**config.mk**
```make
export PLATFORM = sky130hd
export DESIGN_NAME = pitch_to_note_convert
export DESIGN_NICKNAME = d
export VERILOG_FILES = /design/src/hw/rtl/p2n_pkg.sv /design/src/hw/rtl/p2n_ctrl.sv /design/src/hw/rtl/p2n_datapath.sv /design/src/hw/rtl/pitch_to_note_convert.sv
export SDC_FILE = /design/constraint.sdc
export NUM_CORES = 1
export LEC_CHECK = 0
export BUFFER_PORTS_ARGS = -buffer_cell sky130_fd_sc_hd__buf_4
export CAP_MARGIN = 20
export CORE_ASPECT_RATIO = 0.6
export CORE_MARGIN = 2
export CORE_UTILIZATION = 65
export DETAILED_ROUTE_END_ITERATION = 10
export PLACE_DENSITY = 0.8
export SLEW_MARGIN = 20
export SYNTH_ARGS = -nofsm -noshare
export SYNTH_HDL_FRONTEND = slang
export SYNTH_SLANG_ARGS = --single-unit
```
**constraint.sdc**
```tcl
create_clock -name clk_i -period 19.9 [get_ports clk_i]
set_input_delay 1.99 -clock clk_i [delete_from_list [all_inputs] [get_ports clk_i]]
set_output_delay 1.99 -clock clk_i [all_outputs]
set_load 0.05 [all_outputs]
```
**src/hw/rtl/p2n_pkg.sv**
```systemverilog
// Package for the pitch to note converter.
// Holds field widths, curve constants and the controller/datapath interface types.
// No dependencies.
package p2n_pkg;

  localparam int unsigned PitchW = 16;
  localparam int unsigned NoteW  = 16;
  localparam int unsigned FineW  = 16;
  localparam int unsigned OutW   = 26;

  localparam int unsigned OctW   = 4;
  localparam int unsigned CurveW = 14;
  localparam int unsigned SpanW  = 30;
  localparam int unsigned WidthW = SpanW - 5;
  localparam int unsigned StepW  = 6;
  localparam int unsigned BinW   = 5;
  localparam int unsigned BitSelW = 3;
  localparam int unsigned IdxW   = 11;
  localparam int unsigned NoteSumW = OutW - 8;
  localparam int unsigned FineSumW = FineW + 1;

  localparam logic [CurveW-1:0]   CurveOne   = 14'h1000;
  localparam logic [CurveW-1:0]   CurveMul   = 14'h103B;
  localparam logic [StepW-1:0]    LastStep   = 6'd47;
  localparam logic [IdxW-1:0]     MissIndex  = 11'h600;
  localparam logic [BitSelW-1:0]  TopBinBit  = 3'd4;
  localparam logic [NoteSumW-1:0] OctaveNotes = 18'd12;
  localparam logic [NoteSumW-1:0] CenterOffset = 18'd144;

  typedef struct packed {
    logic               load;
    logic               step;
    logic               hit;
    logic               miss;
    logic               probe;
    logic [BitSelW-1:0] probe_bit;
    logic               out_load;
  } p2n_cmd_t;

  typedef struct packed {
    logic match;
    logic last_step;
  } p2n_sts_t;

endpackage

```
**src/hw/rtl/p2n_ctrl.sv**
```systemverilog
// Controller state machine of the pitch to note converter.
// Depends on p2n_pkg; drives the datapath commands and both handshakes.
module p2n_ctrl import p2n_pkg::*; (
  input  logic     clk_i,
  input  logic     rst_ni,
  input  logic     in_valid_i,
  output logic     in_ready_o,
  output logic     out_valid_o,
  input  logic     out_ready_i,
  input  p2n_sts_t sts_i,
  output p2n_cmd_t cmd_o
);

  typedef enum logic [3:0] {
    ST_IDLE   = 4'b0001,
    ST_STEP   = 4'b0010,
    ST_SEARCH = 4'b0100,
    ST_FINISH = 4'b1000
  } p2n_state_e;

  p2n_state_e         state_q, state_d;
  logic [BitSelW-1:0] bit_q, bit_d;
  logic               out_valid_q, out_valid_d;

  always_comb begin
    state_d     = state_q;
    bit_d       = bit_q;
    out_valid_d = out_valid_q & ~out_ready_i;
    in_ready_o  = 1'b0;
    cmd_o       = '0;
    cmd_o.probe_bit = bit_q;
    unique case (state_q)
      ST_IDLE: begin
        in_ready_o = 1'b1;
        if (in_valid_i) begin
          cmd_o.load = 1'b1;
          state_d    = ST_STEP;
        end
      end
      ST_STEP: begin
        cmd_o.step = 1'b1;
        if (sts_i.match) begin
          cmd_o.hit = 1'b1;
          bit_d     = TopBinBit;
          state_d   = ST_SEARCH;
        end else if (sts_i.last_step) begin
          cmd_o.miss = 1'b1;
          state_d    = ST_FINISH;
        end
      end
      ST_SEARCH: begin
        cmd_o.probe = 1'b1;
        if (bit_q == '0) begin
          state_d = ST_FINISH;
        end else begin
          bit_d = bit_q - 1'b1;
        end
      end
      ST_FINISH: begin
        if (!out_valid_q || out_ready_i) begin
          cmd_o.out_load = 1'b1;
          out_valid_d    = 1'b1;
          state_d        = ST_IDLE;
        end
      end
      default: begin
        state_d = ST_IDLE;
      end
    endcase
  end

  always_ff @(posedge clk_i or negedge rst_ni) begin
    if (!rst_ni) begin
      state_q     <= ST_IDLE;
      bit_q       <= '0;
      out_valid_q <= 1'b0;
    end else begin
      state_q     <= state_d;
      bit_q       <= bit_d;
      out_valid_q <= out_valid_d;
    end
  end

  assign out_valid_o = out_valid_q;

endmodule

```
**src/hw/rtl/p2n_datapath.sv**
```systemverilog
// Datapath of the pitch to note converter: octave encoder, curve walk,
// bin search and result packing. Depends on p2n_pkg; driven by p2n_ctrl.
module p2n_datapath import p2n_pkg::*; (
  input  logic                   clk_i,
  input  p2n_cmd_t               cmd_i,
  output p2n_sts_t               sts_o,
  input  logic [NoteW-1:0]       center_note_i,
  input  logic [FineW-1:0]       center_fine_i,
  input  logic [PitchW-1:0]      pitch_i,
  output logic signed [OutW-1:0] note_and_fine_o
);

  function automatic logic [OctW-1:0] top_bit(input logic [PitchW-1:0] p);
    logic [OctW-1:0] b;
    b = '0;
    for (int i = 1; i < PitchW; i++) begin
      if (p[i]) begin
        b = OctW'(i);
      end
    end
    return b;
  endfunction

  logic [NoteW-1:0]  cnote_q;
  logic [FineW-1:0]  cfine_q;
  logic [PitchW-1:0] pitch_q;
  logic [OctW-1:0]   oct_q;
  logic [CurveW-1:0] curve_q, curve_nx_q, curve_nx_d;
  logic [StepW-1:0]  step_q;
  logic [SpanW-1:0]  lower_q;
  logic [WidthW-1:0] width_q;
  logic [IdxW-1:0]   idx_q;
  logic [OutW-1:0]   result_q, result_d;

  logic [2*CurveW-1:0] curve_prod;
  logic [SpanW-1:0]    lower, upper, span, top, pitch_hi, probe_val;
  logic [WidthW-1:0]   width;
  logic [BinW-1:0]     trial;
  logic                probe_ok;
  logic [NoteSumW-1:0] note_sum;
  logic [FineSumW-1:0] fine_sum;

  // Bin bounds are compared unshifted: floor(x / 4096) <= p holds exactly
  // when x < (p + 1) * 4096.
  assign pitch_hi = SpanW'({pitch_q, 12'h000}) + SpanW'(32'h1000);

  assign lower = SpanW'(curve_q) << oct_q;
  assign upper = SpanW'(curve_nx_q) << oct_q;
  assign span  = upper - lower;
  assign width = span[SpanW-1:5];
  assign top   = lower + {width, 5'b00000};

  assign sts_o.match     = (lower < pitch_hi) && (pitch_hi <= top);
  assign sts_o.last_step = (step_q == LastStep);

  assign curve_prod = curve_nx_q * CurveMul;
  assign curve_nx_d = curve_prod[CurveW+11:12];

  assign trial     = idx_q[BinW-1:0] | (BinW'(1) << cmd_i.probe_bit);
  assign probe_val = lower_q + SpanW'(trial) * SpanW'(width_q);
  assign probe_ok  = probe_val < pitch_hi;

  assign note_sum = NoteSumW'(cnote_q) + NoteSumW'(idx_q[IdxW-1:7])
                  + NoteSumW'(oct_q) * OctaveNotes - CenterOffset;
  assign fine_sum = FineSumW'(cfine_q) + FineSumW'(idx_q[6:0]);
  assign result_d = {note_sum, 8'h00} | OutW'(fine_sum);

  always_ff @(posedge clk_i) begin
    if (cmd_i.load) begin
      cnote_q    <= center_note_i;
      cfine_q    <= center_fine_i;
      pitch_q    <= pitch_i;
      oct_q      <= top_bit(pitch_i);
      curve_q    <= CurveOne;
      curve_nx_q <= CurveMul;
      step_q     <= '0;
    end else if (cmd_i.step && !sts_o.match) begin
      curve_q    <= curve_nx_q;
      curve_nx_q <= curve_nx_d;
      step_q     <= step_q + 1'b1;
    end
    if (cmd_i.hit) begin
      lower_q <= lower;
      width_q <= width;
      idx_q   <= {step_q, {BinW{1'b0}}};
    end else if (cmd_i.miss) begin
      idx_q <= MissIndex;
    end else if (cmd_i.probe && probe_ok) begin
      idx_q[BinW-1:0] <= trial;
    end
    if (cmd_i.out_load) begin
      result_q <= result_d;
    end
  end

  assign note_and_fine_o = $signed(result_q);

endmodule

```
**src/hw/rtl/pitch_to_note_convert.sv**
```systemverilog
// Pitch to note converter: maps a 4.12 sample pitch to a packed note and fine
// value relative to a center note and fine tuning.
// Input channel: in_valid_i/in_ready_o with center_note_i, center_fine_i and
// pitch_i; one word is taken whenever the block is idle.
// Output channel: out_valid_o/out_ready_i with note_and_fine_o, a 26-bit
// two's complement value held in an output register.
// The octave comes from the highest set pitch bit. The curve is walked one
// step per cycle on a 14 by 14 multiplier. Once the step holding the
// pitch is found, a binary search over its 32 bins settles one bin bit per probe.
// From accept to out_valid_o a word passes the curve walk, the bin search when
// the pitch falls in curve step s (0 to 47), and the finish state; a pitch
// that falls in no bin skips the search. The next input word can be taken in
// the cycle after the result is loaded, not while a word is in flight.
// The output register decouples the sides: a new word is accepted while the
// previous result still waits. If the receiver still stalls when the next result
// is finished, that result waits in the controller until the register frees up.
// Reset clears the controller and the output valid; no word is in flight.
module pitch_to_note_convert import p2n_pkg::*; (
  input  logic                   clk_i,
  input  logic                   rst_ni,
  input  logic                   in_valid_i,
  output logic                   in_ready_o,
  input  logic [NoteW-1:0]       center_note_i,
  input  logic [FineW-1:0]       center_fine_i,
  input  logic [PitchW-1:0]      pitch_i,
  output logic                   out_valid_o,
  input  logic                   out_ready_i,
  output logic signed [OutW-1:0] note_and_fine_o
);

  p2n_cmd_t cmd;
  p2n_sts_t sts;

  p2n_ctrl u_ctrl (
    .clk_i      (clk_i),
    .rst_ni     (rst_ni),
    .in_valid_i (in_valid_i),
    .in_ready_o (in_ready_o),
    .out_valid_o(out_valid_o),
    .out_ready_i(out_ready_i),
    .sts_i      (sts),
    .cmd_o      (cmd)
  );

  p2n_datapath u_datapath (
    .clk_i          (clk_i),
    .cmd_i          (cmd),
    .sts_o          (sts),
    .center_note_i  (center_note_i),
    .center_fine_i  (center_fine_i),
    .pitch_i        (pitch_i),
    .note_and_fine_o(note_and_fine_o)
  );

endmodule
```
==> flow_summary.toml <==
[global_route]
grt_pass1_vias = 15500
grt_max_degree = 69
track_usage_pct = 34.6
grt_first_pass_wirelength_um = 85300
antenna_found_initial = 1
grt_overflow_total = 0

[floorplanning]
fp.dieH_um = 139
die_w_um = 230
rows = 49
coreArea_um2 = 30000
ios = 80
start_util_pct = 66.2
die_area_um2 = 32000

[worst_setup_path]
crit_top_cell = "a21oi_1"
critical_path.max_fanout = 48
rrSetupSlack_ns = 9.79
crit_path_end = "u_datapath.width_q[23]$_DFFE_PP_"
r2r-end = "u_datapath.width_q[23]$_DFFE_PP_"
crit_start = "u_datapath.oct_q[1]$_SDFFCE_PP1P_"
start_kind = "flop"
cp-end-kind = "flop"
worstPathArrival_ns = 10.23
setup.worst_path.class = "reg2reg"
crit_required_ns = 20.02
worst_path_largest_cell_delay_ns = 0.63
r2r-start = "u_datapath.oct_q[1]$_SDFFCE_PP1P_"
cp_slowest_cell = "o21ai_0"
reg2reg_depth = 35

[routing]
ant_nets = 0
drt-wirelength-per-cell_um = 20.8
drc_errors = 0
vias_per_cell = 6.13
vias = 15900
drtIter0Drc = 1589
firstDrtPassIters = 6
drt-total-wl_um = 54000

[synth]
synth_top_area_share_pct = 20.9
yosys-top-cells-count = "inv_1, ha_1, nand2_1"
synth-edff-count = 138
syn-num-nets = 2566
synth_seq_cells = 185
yosysWarnings = 0
yosys.area.top_type = "edfxtp_1"
netlist_area_um2 = 19800
synth_cell_types = 88
ys_seq_area_share_pct = 25.8
synth.area.top_cells = "edfxtp_1, ha_1, fa_1"
post-synth-top-count-cell = "inv_1"
async_flop_share_pct = 4.32
synth_ff_type = "edfxtp_1"
avgSynthCellArea_um2 = 9.39
syn_inst = 2114

[cts]
cts_root_buffer = "clkbuf_16"
cts_setup_buffers = 0
cts_tree = "built"
post_cts_resize_count = 0
clk_transition_reported_paths_ns = 0.07
cts.path.max_buffers = 2
cts.sinks = 185
cts-htree-levels = 4
clock_latency_ns = 0.47
cts_hold_buf = 0
cts_buffers = 17

[final_layout]
fillerInstances = 2228
diodes = 0
regArea_um2 = 5130
areaGrowthSynthToFinish_pct = 8.31
drive_gt1_share_pct = 8.22
multi_input_area_um2 = 13400
num-nets-final = 2629

[placement]
gp_congestion = 1.04
hpwl_um = 44000
port_buffers = 79

[outcome]
status = "finished, final reports clean"

[sta]
setup_tns_ns = 0
final_max_slew_viol_count = 0
finalHoldViolations = 0
worst_pin_slew_ns = 1.17
slew_headroom_pct = 21.6
finalCritPeriodShare_pct = 50.8
setup_viol = 0
skew_ns = 0.0168
min_period_ns = 10.11
fmax_mhz = 98.9
rsz0062_at_grt = "false"

[worst_hold_path]
hold_class = "reg2reg"

[run]
drv_cap = 0
## state kept, by name, summed over array words and instances (netlist names)
signal,cells
u_datapath.lower_q,29
u_datapath.note_and_fine_o,26
u_datapath.width_q,25
u_datapath.cfine_q,16
u_datapath.cnote_q,16
u_datapath.pitch_q,16
u_datapath.curve_nx_q,14
u_datapath.curve_q,14
u_datapath.idx_q,11
u_datapath.step_q,6
u_ctrl.state_q,4
u_datapath.oct_q,4
u_ctrl.bit_q,3
u_ctrl.out_valid_o,1
## critical path, delay by kind of cell (launching register included)
kind | cells | cell delay, ns
xor gates and xnor gates | 2 | 0.36
and+or+nand+nor | 10 | 1.90
adders and majority gates | 3 | 1.02
AOI/OAI and AO/OA | 16 | 4.16
buffers and inverters | 4 | 1.92
DFF | 1 | 0.34
## metrics by stage
stage | instances | hold slack, ns | utilization [%] | area [µm²] | setup slack [ns]
2_1_floorplan | 2114 | 0.469 | - | 19800 | 11.61
3_3_place_gp | 2566 | 0.514 | 69.5 | 20800 | 10.36
3_5_place_dp | 2566 | 0.516 | 69.5 | 20800 | 10.01
4_1_cts | 2598 | 0.533 | 71.7 | 21500 | 9.98
5_1_grt | 2598 | 0.586 | 71.7 | 21500 | 9.09
6_report | 2598 | 0.536 | 71.7 | 21500 | 9.79
## layer usage
metal	track usage, %	part of all wire (%)	vias to the layer above
li1	-	-	7436
met1	50.8	45	7657
met2	49.2	41	768
met3	12.7	13	59
met4	6.77	1.2	2
met5	0	0.024	-
## kinds of logic after synthesis
group / synth area share [%]
XOR/XNOR: 4.90
buffers and inverters: 6.62
flip-flops: 25.8
AND/OR/NAND/NOR: 15.1
adder cells (fa/ha/maj): 30.5
AO/OA/AOI/OAI: 13.1
multiplexers: 3.90
## how the worst min path moves through the flow
stage / startpoint / to / slack (ns) / cells after the start
floorplan: u_datapath.curve_q[12]$_SDFFE_PP1P_ / u_datapath.curve_q[12]$_SDFFE_PP1P_ / 0.47 / 2
global placement: u_datapath.step_q[2]$_SDFFE_PP0P_ / u_datapath.step_q[2]$_SDFFE_PP0P_ / 0.51 / 1
detailed placement: u_datapath.step_q[2]$_SDFFE_PP0P_ / u_datapath.step_q[2]$_SDFFE_PP0P_ / 0.52 / 1
CTS: u_datapath.step_q[2]$_SDFFE_PP0P_ / u_datapath.step_q[2]$_SDFFE_PP0P_ / 0.53 / 1
global route: u_datapath.curve_q[12]$_SDFFE_PP1P_ / u_datapath.curve_q[12]$_SDFFE_PP1P_ / 0.59 / 2
finish: u_datapath.step_q[2]$_SDFFE_PP0P_ / u_datapath.step_q[2]$_SDFFE_PP0P_ / 0.54 / 1
## cell type report
class | count | share of cell area, %
timing repair buffer | 92 | 3.21
tap | 408 | 2.37
clock buffer | 18 | 2.04
sequential | 185 | 23.8
clock inverter | 14 | 0.995
inverter | 294 | 5.13
multi-input combinational | 1587 | 62.4
## cell usage in the layout (no fill, tap or decap), types with 10 or more instances in the layout
cell	synthesis	routed
nand2b_1	21	21
nand3_1	42	42
or2_2	12	12
o211a_1	10	10
nand4_1	27	27
a21oi_1	106	105
xor2_1	43	43
and3_1	23	23
clkbuf_16	0	17
buf_4	5	92
a31oi_1	12	12
dfxtp_1	39	39
fa_1	141	141
nor2_1	136	136
nand2_1	193	193
o211ai_1	14	14
a21o_1	48	48
edfxtp_1	138	138
mux2i_1	50	50
o21a_1	24	24
and2_1	18	18
nor3_1	37	37
o21ai_0	74	74
nor2b_1	70	70
xnor2_1	68	68
inv_1	291	291
ha_1	259	259
Power is not shown: default switching activity piles up to over one toggle a cycle in this logic, so the estimate is an artifact.
